### config.mk
export PLATFORM = sky130hd
export DESIGN_NAME = utf8_codepoint_range_filter
export DESIGN_NICKNAME = d
export VERILOG_FILES = /design/src/hw/rtl/ucf_pkg.sv /design/src/hw/rtl/ucf_result_fifo.sv /design/src/hw/rtl/ucf_filter.sv /design/src/hw/rtl/utf8_codepoint_range_filter.sv
export VERILOG_INCLUDE_DIRS = /design/src /design/src/hw/rtl
export SDC_FILE = /design/constraint.sdc
export NUM_CORES = 1
export LEC_CHECK = 0
export BUFFER_PORTS_ARGS = -buffer_cell sky130_fd_sc_hd__buf_4
export CAP_MARGIN = 20
export CORE_MARGIN = 2
export CORE_UTILIZATION = 56
export CTS_CLUSTER_SIZE = 40
export DETAILED_ROUTE_END_ITERATION = 8
export HOLD_SLACK_MARGIN = 0.08
export PLACE_DENSITY = 0.78
export SYNTH_ARGS = -nofsm -noshare
export SYNTH_HDL_FRONTEND = slang
export SYNTH_SLANG_ARGS = --single-unit
### constraint.sdc
create_clock -name aclk -period 7.4 [get_ports aclk]
set_clock_uncertainty 0.2 [all_clocks]
set_input_delay 0.74 -clock aclk [delete_from_list [all_inputs] [get_ports aclk]]
set_output_delay 0.74 -clock aclk [all_outputs]
set_load 0.005 [all_outputs]
### src/hw/rtl/utf8_codepoint_range_filter_assert.svh
// assertion macros for the utf8 code point range filter
`ifndef UTF8_CODEPOINT_RANGE_FILTER_ASSERT_SVH
`define UTF8_CODEPOINT_RANGE_FILTER_ASSERT_SVH

`ifndef SYNTHESIS

// same-cycle implication, disabled during reset
`define UCF_ASSERT_IMPLIES(label, clk, rst_n, ante, cons, msg) \
    label: assert property (@(posedge clk) disable iff (!(rst_n)) (ante) |-> (cons)) \
        else $error(msg);

// next-cycle implication, disabled during reset
`define UCF_ASSERT_NEXT(label, clk, rst_n, ante, cons, msg) \
    label: assert property (@(posedge clk) disable iff (!(rst_n)) (ante) |=> (cons)) \
        else $error(msg);

`else

`define UCF_ASSERT_IMPLIES(label, clk, rst_n, ante, cons, msg)
`define UCF_ASSERT_NEXT(label, clk, rst_n, ante, cons, msg)

`endif

`endif

### src/hw/rtl/ucf_pkg.sv
// shared types, constants and the code point range check of the utf8 filter
`default_nettype none

package ucf_pkg;

    // most results that one input byte can produce
    localparam int MAX_RESULTS = 4;

    localparam int CP_W = 21;

    // register index of the configuration port
    localparam logic REG_MAX_OUTPUT_BYTES = 1'b0;

    localparam logic [15:0] MAX_OUTPUT_BYTES_RESET = 16'd4096;

    // one result transaction
    typedef struct packed {
        logic [7:0] out_byte;
        logic       byte_present;
        logic       end_of_string;
    } ucf_result_t;

    // all results of one input byte, in order
    typedef struct packed {
        logic [2:0]                        count;
        ucf_result_t [MAX_RESULTS-1:0]     entry;
    } ucf_batch_t;

    // code points that are passed on
    function automatic logic cp_allowed(input logic [CP_W-1:0] cp);
        logic ok;
        ok = 1'b0;
        if (cp == 21'h09 || cp == 21'h0A || cp == 21'h0D) ok = 1'b1;
        if (cp >= 21'h20 && cp <= 21'h7E) ok = 1'b1;
        if (cp >= 21'h0400 && cp <= 21'h052F) ok = 1'b1;
        if (cp >= 21'h2600 && cp <= 21'h27BF) ok = 1'b1;
        if (cp >= 21'h1F300 && cp <= 21'h1F64F) ok = 1'b1;
        if (cp >= 21'h1F680 && cp <= 21'h1F6FF) ok = 1'b1;
        return ok;
    endfunction

endpackage

`default_nettype wire

### src/hw/rtl/ucf_result_fifo.sv
// result queue: takes up to four results per cycle, gives one per cycle while the reader is ready
`default_nettype none

module ucf_result_fifo #(
    parameter int DEPTH = 8
) (
    input  wire logic                       aclk,
    input  wire logic                       aresetn,
    input  wire logic                       wr_en,
    input  wire ucf_pkg::ucf_batch_t        wr_batch,
    output ucf_pkg::ucf_result_t            rd_data,
    output logic                            rd_valid,
    input  wire logic                       rd_ready,
    output logic                            room,
    output logic [$clog2(DEPTH+1)-1:0]      level
);

    localparam int PTR_W = $clog2(DEPTH);
    localparam int LVL_W = $clog2(DEPTH + 1);

    ucf_pkg::ucf_result_t mem [DEPTH];

    logic [PTR_W-1:0] wr_ptr_reg, wr_ptr_next;
    logic [PTR_W-1:0] rd_ptr_reg, rd_ptr_next;
    logic [LVL_W-1:0] level_reg, level_next;
    logic [2:0]       push_n;
    logic             pop;

    assign push_n   = wr_en ? wr_batch.count : 3'd0;
    assign pop      = rd_valid && rd_ready;
    assign rd_valid = (level_reg != '0);
    assign rd_data  = mem[rd_ptr_reg];
    assign room     = (level_reg <= LVL_W'(DEPTH - ucf_pkg::MAX_RESULTS));
    assign level    = level_reg;

    // pointer and fill level
    always_comb begin
        wr_ptr_next = wr_ptr_reg + PTR_W'(push_n);
        rd_ptr_next = rd_ptr_reg + PTR_W'(pop);
        level_next  = level_reg + LVL_W'(push_n) - LVL_W'(pop);
    end

    always_ff @(posedge aclk) begin
        if (!aresetn) begin
            wr_ptr_reg <= '0;
            rd_ptr_reg <= '0;
            level_reg  <= '0;
        end else begin
            wr_ptr_reg <= wr_ptr_next;
            rd_ptr_reg <= rd_ptr_next;
            level_reg  <= level_next;
        end
    end

    // storage, several consecutive slots written at once
    always_ff @(posedge aclk) begin
        for (int k = 0; k < ucf_pkg::MAX_RESULTS; k++) begin
            if (wr_en && (3'(k) < wr_batch.count)) begin
                mem[wr_ptr_reg + PTR_W'(k)] <= wr_batch.entry[k];
            end
        end
    end

endmodule

`default_nettype wire

### src/hw/rtl/ucf_filter.sv
// utf8 sequence decoder and filter: input register, one-step decode, string state
`default_nettype none

module ucf_filter (
    input  wire logic                 aclk,
    input  wire logic                 aresetn,
    input  wire logic                 s_valid,
    output logic                      s_ready,
    input  wire logic [7:0]           s_data_byte,
    input  wire logic                 s_last_byte,
    input  wire logic [15:0]          max_output_bytes,
    input  wire logic                 fifo_room,
    output logic                      batch_valid,
    output ucf_pkg::ucf_batch_t       batch
);

    // input register
    logic        in_valid_reg, in_valid_next;
    logic [7:0]  in_byte_reg;
    logic        in_last_reg;
    logic        step_fire;

    // string state
    logic [7:0]                 held_reg [4];
    logic [7:0]                 held_next [4];
    logic [2:0]                 held_cnt_reg, held_cnt_next;
    logic [2:0]                 seq_len_reg, seq_len_next;
    logic [2:0]                 got_reg, got_next;
    logic [ucf_pkg::CP_W-1:0]   cp_reg, cp_next;
    logic [1:0]                 window_reg, window_next;
    logic [15:0]                emitted_reg, emitted_next;

    // step signals
    logic                       is_cont;
    logic                       lead_ok;
    logic [2:0]                 lead_len;
    logic [ucf_pkg::CP_W-1:0]   lead_bits;
    logic                       start;
    logic                       complete;
    logic [2:0]                 rem;
    logic [2:0]                 rel_n;
    logic [2:0]                 comp_n;
    logic [3:0]                 cand_n;
    logic [15:0]                diff;
    logic [2:0]                 room_n;
    logic [2:0]                 emit_n;
    logic [2:0]                 idx;

    assign step_fire   = in_valid_reg && fifo_room;
    assign s_ready     = !in_valid_reg || step_fire;
    assign batch_valid = step_fire;
    assign is_cont     = (in_byte_reg[7:6] == 2'b10);

    // lead byte patterns
    always_comb begin
        lead_ok   = 1'b1;
        lead_len  = 3'd1;
        lead_bits = {13'd0, in_byte_reg};
        if (!in_byte_reg[7]) begin
            lead_len  = 3'd1;
            lead_bits = {13'd0, in_byte_reg};
        end else if ((in_byte_reg & 8'hE0) == 8'hC0) begin
            lead_len  = 3'd2;
            lead_bits = {16'd0, in_byte_reg[4:0]};
        end else if ((in_byte_reg & 8'hF0) == 8'hE0) begin
            lead_len  = 3'd3;
            lead_bits = {17'd0, in_byte_reg[3:0]};
        end else if ((in_byte_reg & 8'hF8) == 8'hF0) begin
            lead_len  = 3'd4;
            lead_bits = {18'd0, in_byte_reg[2:0]};
        end else begin
            lead_ok = 1'b0;
        end
    end

    // one byte of decode: window release, sequence build, completion, limit
    always_comb begin
        held_next     = held_reg;
        held_cnt_next = held_cnt_reg;
        seq_len_next  = seq_len_reg;
        got_next      = got_reg;
        cp_next       = cp_reg;
        window_next   = window_reg;
        rel_n         = 3'd0;
        comp_n        = 3'd0;
        start         = 1'b0;
        complete      = 1'b0;
        rem           = 3'd0;
        idx           = 3'd0;

        // held bytes go out once the broken lead's length has arrived
        if (window_reg != 2'd0) begin
            window_next = window_reg - 2'd1;
            if (window_next == 2'd0) begin
                rel_n         = (held_cnt_reg > 3'd4) ? 3'd4 : held_cnt_reg;
                held_cnt_next = 3'd0;
            end
        end

        if (seq_len_reg != 3'd0) begin
            if (is_cont) begin
                held_next[2'(held_cnt_next + got_reg)] = in_byte_reg;
                got_next = got_reg + 3'd1;
                cp_next  = {cp_reg[14:0], in_byte_reg[5:0]};
                if (got_next >= seq_len_reg) complete = 1'b1;
            end else begin
                // broken sequence: its missing bytes still open a hold window
                rem = seq_len_reg - 3'd1 - got_reg;
                if (rem > {1'b0, window_next}) window_next = rem[1:0];
                seq_len_next = 3'd0;
                got_next     = 3'd0;
                cp_next      = '0;
                start        = 1'b1;
            end
        end else begin
            start = 1'b1;
        end

        if (start && lead_ok) begin
            held_next[held_cnt_next[1:0]] = in_byte_reg;
            got_next     = 3'd1;
            seq_len_next = lead_len;
            cp_next      = lead_bits;
            if (lead_len == 3'd1) complete = 1'b1;
        end

        if (complete) begin
            if (ucf_pkg::cp_allowed(cp_next)) begin
                if (window_next == 2'd0) begin
                    comp_n = got_next;
                end else begin
                    held_cnt_next = held_cnt_next + got_next;
                end
            end
            seq_len_next = 3'd0;
            got_next     = 3'd0;
            cp_next      = '0;
        end

        // output limit per string
        cand_n = {1'b0, rel_n} + {1'b0, comp_n};
        diff   = max_output_bytes - emitted_reg;
        if (emitted_reg >= max_output_bytes) begin
            room_n = 3'd0;
        end else if (diff >= 16'd4) begin
            room_n = 3'd4;
        end else begin
            room_n = diff[2:0];
        end
        emit_n = (cand_n > {1'b0, room_n}) ? room_n : cand_n[2:0];

        // assemble the results in order: released bytes, then the completed sequence
        batch.count = emit_n;
        for (int k = 0; k < ucf_pkg::MAX_RESULTS; k++) begin
            batch.entry[k] = '0;
            if (3'(k) < emit_n) begin
                if (3'(k) < rel_n) begin
                    batch.entry[k].out_byte = held_reg[2'(k)];
                end else begin
                    idx = {1'b0, held_cnt_next[1:0]} + 3'(k) - rel_n;
                    batch.entry[k].out_byte = held_next[idx[1:0]];
                end
                batch.entry[k].byte_present  = 1'b1;
                batch.entry[k].end_of_string = in_last_reg && (3'(k) == emit_n - 3'd1);
            end
        end

        emitted_next = emitted_reg + {13'd0, emit_n};

        // end of string: bare marker if nothing went out, then clear string state
        if (in_last_reg) begin
            if (emit_n == 3'd0) begin
                batch.count                  = 3'd1;
                batch.entry[0].out_byte      = 8'd0;
                batch.entry[0].byte_present  = 1'b0;
                batch.entry[0].end_of_string = 1'b1;
            end
            held_cnt_next = 3'd0;
            seq_len_next  = 3'd0;
            got_next      = 3'd0;
            cp_next       = '0;
            window_next   = 2'd0;
            emitted_next  = 16'd0;
        end
    end

    // input register handshake
    always_comb begin
        in_valid_next = in_valid_reg;
        if (s_valid && s_ready) begin
            in_valid_next = 1'b1;
        end else if (step_fire) begin
            in_valid_next = 1'b0;
        end
    end

    always_ff @(posedge aclk) begin
        if (!aresetn) begin
            in_valid_reg <= 1'b0;
        end else begin
            in_valid_reg <= in_valid_next;
        end
    end

    always_ff @(posedge aclk) begin
        if (s_valid && s_ready) begin
            in_byte_reg <= s_data_byte;
            in_last_reg <= s_last_byte;
        end
    end

    // string state update
    always_ff @(posedge aclk) begin
        if (!aresetn) begin
            held_cnt_reg <= 3'd0;
            seq_len_reg  <= 3'd0;
            got_reg      <= 3'd0;
            cp_reg       <= '0;
            window_reg   <= 2'd0;
            emitted_reg  <= 16'd0;
        end else if (step_fire) begin
            held_cnt_reg <= held_cnt_next;
            seq_len_reg  <= seq_len_next;
            got_reg      <= got_next;
            cp_reg       <= cp_next;
            window_reg   <= window_next;
            emitted_reg  <= emitted_next;
        end
    end

    // held bytes, valid only where written earlier in the string
    always_ff @(posedge aclk) begin
        if (step_fire) begin
            held_reg <= held_next;
        end
    end

endmodule

`default_nettype wire

### src/hw/rtl/utf8_codepoint_range_filter.sv
// top level of the utf8 code point range filter with its configuration port
`default_nettype none
`include "utf8_codepoint_range_filter_assert.svh"

// Takes a string one byte per transaction (with a last-byte flag), decodes UTF-8
// sequences and passes on only whole sequences whose code point is tab, LF, CR,
// printable ASCII, Cyrillic 0x400-0x52F, symbols 0x2600-0x27BF or emoji
// 0x1F300-0x1F64F / 0x1F680-0x1F6FF, each byte as one output transaction, cut
// off after max_output_bytes bytes per string (register 0, reset 4096). The last
// byte of a string always yields a result with end_of_string set, a bare marker
// with byte_present low if no byte went out in that step. One byte is accepted
// per cycle while the queue has room; its results pass through the input register
// and a FIFO_DEPTH-entry result queue, and leave at one per cycle while m_ready is
// high. One byte can release up to four results, so input is held off while the
// queue has fewer than four free entries; over a string there is never more than
// one result per input byte.
module utf8_codepoint_range_filter #(
    parameter int FIFO_DEPTH = 8
) (
    input  wire logic         aclk,
    input  wire logic         aresetn,
    // input byte stream
    input  wire logic         s_valid,
    output logic              s_ready,
    input  wire logic [7:0]   s_data_byte,
    input  wire logic         s_last_byte,
    // result stream
    output logic              m_valid,
    input  wire logic         m_ready,
    output logic [7:0]        m_out_byte,
    output logic              m_byte_present,
    output logic              m_end_of_string,
    // configuration port
    input  wire logic         psel,
    input  wire logic         penable,
    input  wire logic         pwrite,
    input  wire logic [2:0]   paddr,
    input  wire logic [31:0]  pwdata,
    output logic [31:0]       prdata,
    output logic              pready
);

    localparam int LVL_W = $clog2(FIFO_DEPTH + 1);

    logic [15:0]           max_bytes_reg, max_bytes_next;
    logic                  cfg_wr;
    logic                  fifo_room;
    logic [LVL_W-1:0]      fifo_level;
    logic                  batch_valid;
    ucf_pkg::ucf_batch_t   batch;
    ucf_pkg::ucf_result_t  rd_data;

    // configuration register
    assign pready = 1'b1;
    assign cfg_wr = psel && penable && pwrite && pready;

    always_comb begin
        max_bytes_next = max_bytes_reg;
        if (cfg_wr && (paddr[2] == ucf_pkg::REG_MAX_OUTPUT_BYTES)) begin
            max_bytes_next = pwdata[15:0];
        end
    end

    always_ff @(posedge aclk) begin
        if (!aresetn) begin
            max_bytes_reg <= ucf_pkg::MAX_OUTPUT_BYTES_RESET;
        end else begin
            max_bytes_reg <= max_bytes_next;
        end
    end

    always_comb begin
        prdata = 32'd0;
        if (paddr[2] == ucf_pkg::REG_MAX_OUTPUT_BYTES) begin
            prdata = {16'd0, max_bytes_reg};
        end
    end

    // decode and filter
    ucf_filter u_filter (
        .aclk             (aclk),
        .aresetn          (aresetn),
        .s_valid          (s_valid),
        .s_ready          (s_ready),
        .s_data_byte      (s_data_byte),
        .s_last_byte      (s_last_byte),
        .max_output_bytes (max_bytes_reg),
        .fifo_room        (fifo_room),
        .batch_valid      (batch_valid),
        .batch            (batch)
    );

    // result queue
    ucf_result_fifo #(
        .DEPTH (FIFO_DEPTH)
    ) u_result_fifo (
        .aclk     (aclk),
        .aresetn  (aresetn),
        .wr_en    (batch_valid),
        .wr_batch (batch),
        .rd_data  (rd_data),
        .rd_valid (m_valid),
        .rd_ready (m_ready),
        .room     (fifo_room),
        .level    (fifo_level)
    );

    assign m_out_byte      = rd_data.out_byte;
    assign m_byte_present  = rd_data.byte_present;
    assign m_end_of_string = rd_data.end_of_string;

    // checks
    `UCF_ASSERT_IMPLIES(a_fifo_bound, aclk, aresetn, 1'b1,
        fifo_level <= LVL_W'(FIFO_DEPTH), "result queue over capacity")
    `UCF_ASSERT_IMPLIES(a_bare_marker_end, aclk, aresetn, m_valid && !m_byte_present,
        m_end_of_string && (m_out_byte == 8'd0), "bare result is not a clean end marker")
    `UCF_ASSERT_IMPLIES(a_batch_fits, aclk, aresetn, batch_valid, fifo_room,
        "batch written without queue room")
    `UCF_ASSERT_NEXT(a_cfg_write, aclk, aresetn,
        cfg_wr && (paddr[2] == ucf_pkg::REG_MAX_OUTPUT_BYTES),
        max_bytes_reg == $past(pwdata[15:0]), "limit register not updated by write")

endmodule

`default_nettype wire

==> flow_metrics.tcl <==
set metrics [dict create \
    status "finished, final reports clean" \
    start_util_pct 56.6 \
    clk_pin_slew_ps 80 \
    clockBufferDepth 2 \
    cp_max_fo 9 \
    core_um2 25000 \
    insertedDiodeCount 0 \
    synth_top_cell_by_area "edfxtp_1" \
    yosysMostFrequentCell "edfxtp_1" \
    ir_worst_vdd_mv 0.120 \
    crit_type "register to register" \
    holdBufCountCts 0 \
    fillerInstances 2025 \
    cp-end-kind "register" \
    dieHeight_um 163 \
    cts_tree "built" \
    cp-start-kind "register" \
    netlist_top_cells_area "edfxtp_1, dfxtp_1, ha_1, o22ai_1, a221oi_1" \
    drt_pre_antenna_iters 7 \
    finalMaxSlewViolations 0 \
    yosysWarnings 0 \
    grt_max_degree 64 \
    max_freq_mhz 139 \
    synthTopCellsByCount "edfxtp_1, nand2_1, nor2_1" \
    post_route_cells_drive_above_1_share_pct 18.4 \
    vias 13024 \
    fin_nets 1738 \
    slew_headroom_pct 14.7 \
    yosysTopAreaCellShare_pct 25.6 \
    ant_nets 0 \
    dr.first_iter.drc_count 1259 \
    row_count 58 \
    worst_slack_ps 199 \
    fin_crit_ps 7200 \
    ys_types 97 \
    wl_um 40900 \
    critPathMaxStageDelay_ps 500 \
    postPlaceCellArea_um2 15200 \
    post-route-util_pct 64.6 \
    io_buffers 60 \
    dp_worst_setup_slack_ps -137 \
    avgRoutedWirePerCell_um 20.7 \
    setup_tns_ps 0 \
    critPathArrivalTime_ps 7280 \
    vias_per_cell 6.60 \
    worstPathRequired_ps 7480 \
    ys.flop_type "edfxtp_1" \
    p_leak_nw 6.13 \
    syn_avg_cell_area_um2 9.07 \
    setup_viol 0 \
    grt-ovfl-total 0 \
    htreeDepth 4 \
    synth_area_um2 14200 \
    synth_seq_area_share_pct 36.2 \
    final_area_um2 16200 \
    cts_buffers 17 \
    area_delta_synth_final_pct 14.1 \
    num_io_pins 96 \
    p_per_area_nw_per_um2 206 \
    fp.dieW_um 163 \
    routabilityCongestion 0.983 \
    hp-class "primary input to register" \
    clockRootBuffer "clkbuf_16" \
    worst_path_max_delay_cell "a2111oi_0" \
    clk_latency_ps 450 \
    grtUsageTotal_pct 31.0 \
    synth-edff-count 121 \
    ys_ff_latch 196 \
    crit_top_cell "nor2b_1" \
    syn-instance-count 1563 \
    grt_first_pass_wirelength_um 65500 \
    fin_crit_sh_pct 97.3 \
    first_global_vias 12433 \
    ys_async_sr_fraction_pct 0 \
    die-area_um2 26600 \
    final_hold_viol_count 0 \
    reg2reg_setup_slack_ps 200 \
    tightest_slew_ps 1280 \
    largest_reg_flops 80 \
    drc_errors 0 \
    antenna_found_initial 0 \
    clock_sinks 196 \
    max_cap_viol_count 0 \
    hpwl_um 29500 \
]
## cell type report
| type | count | area (um^2) | area share, % |
|---|---|---|---|
| clock inverters | 15 | 198 | 1.22 |
| inverters | 100 | 375 | 2.32 |
| well taps | 330 | 413 | 2.55 |
| repair buffers | 140 | 1080 | 6.67 |
| flip-flops and latches | 196 | 5140 | 31.8 |
| clock buffers | 17 | 425 | 2.63 |
| multi-input cells | 1176 | 8550 | 52.8 |
## power by group
part           internal (W)  switching (W)
registers           0.00126      0.0000567
clock network      0.000492       0.000485
logic              0.000443       0.000599
## per-layer routing
metal,wire (um),GRT usage (%)
met5,0,0
met4,1510,12.0
met3,3090,3.94
met2,19600,52.2
met1,16700,40.7
## metrics by stage
step	instances	power, W	hold WS (ps)
6_report	1974	0.00334	265
5_1_grt	1974	0.00349	252
4_1_cts	1959	0.00330	254
3_5_place_dp	1927	0.00234	278
3_3_place_gp	1927	0.00230	255
2_1_floorplan	1578	0.00202	244
## placed cells by master, fill, tap and decap left out, types with 20 or more instances in the layout
cell | synthesis | layout
o21ai_0 | 57 | 55
nand3_1 | 34 | 32
xnor2_1 | 24 | 24
inv_1 | 97 | 97
dfxtp_1 | 75 | 74
o21ai_1 | 23 | 20
o22ai_1 | 80 | 80
nor3_1 | 33 | 30
edfxtp_1 | 121 | 121
nor2b_1 | 71 | 71
a22oi_1 | 25 | 24
a21boi_0 | 23 | 23
ha_1 | 49 | 48
a221oi_1 | 55 | 48
nand2_1 | 113 | 113
a31oi_1 | 26 | 25
mux2i_1 | 41 | 41
a21oi_1 | 63 | 63
buf_4 | 18 | 136
nor2_1 | 113 | 108
mux4_2 | 20 | 20
## cell families (layout without fill, tap and decap cells)
logic type                 after synthesis  count (layout)  share of synthesized area (%)
and+or+nand+nor                        493             493                           18.0
DFF                                    196             196                           36.2
muxes                                   76              76                           7.26
AOI/OAI and AO/OA                      499             499                           25.0
other                                    2              17                         0.0530
buffers and inverters                  206             272                           6.03
adders and majority gates               56              56                           5.31
xor gates and xnor gates                35              35                           2.16
## worst max-delay path: cells and delay by family (launching register included)
kind,cells,cell delay (ps)
adders and majority gates,4,1110
DFF,1,450
and+or+nand+nor,10,1890
AOI/OAI and AO/OA,10,2530
xor gates and xnor gates,1,220
buffers and inverters,4,620
## final timing paths
check                                      end  cells after the start                              start
max          u_result_fifo.mem[1][9]$_DFFE_PP_                     29  u_filter.in_byte_reg[6]$_DFFE_PP_
min          u_filter.in_byte_reg[6]$_DFFE_PP_                      1                     s_data_byte[6]
max reg2reg  u_result_fifo.mem[1][9]$_DFFE_PP_                     29  u_filter.in_byte_reg[6]$_DFFE_PP_
min reg2reg      max_bytes_reg[0]$_SDFFE_PN0P_                      2      max_bytes_reg[0]$_SDFFE_PN0P_
## what timing repair did
action / in CTS / in global routing
setup endpoints to repair: 33 / 172
resized for setup: 7 / 41
setup buffers: 0 / 13
gates cloned: 0 / 0
pin swaps: 0 / 12
Note: power is estimated with default switching activity, not from simulation.
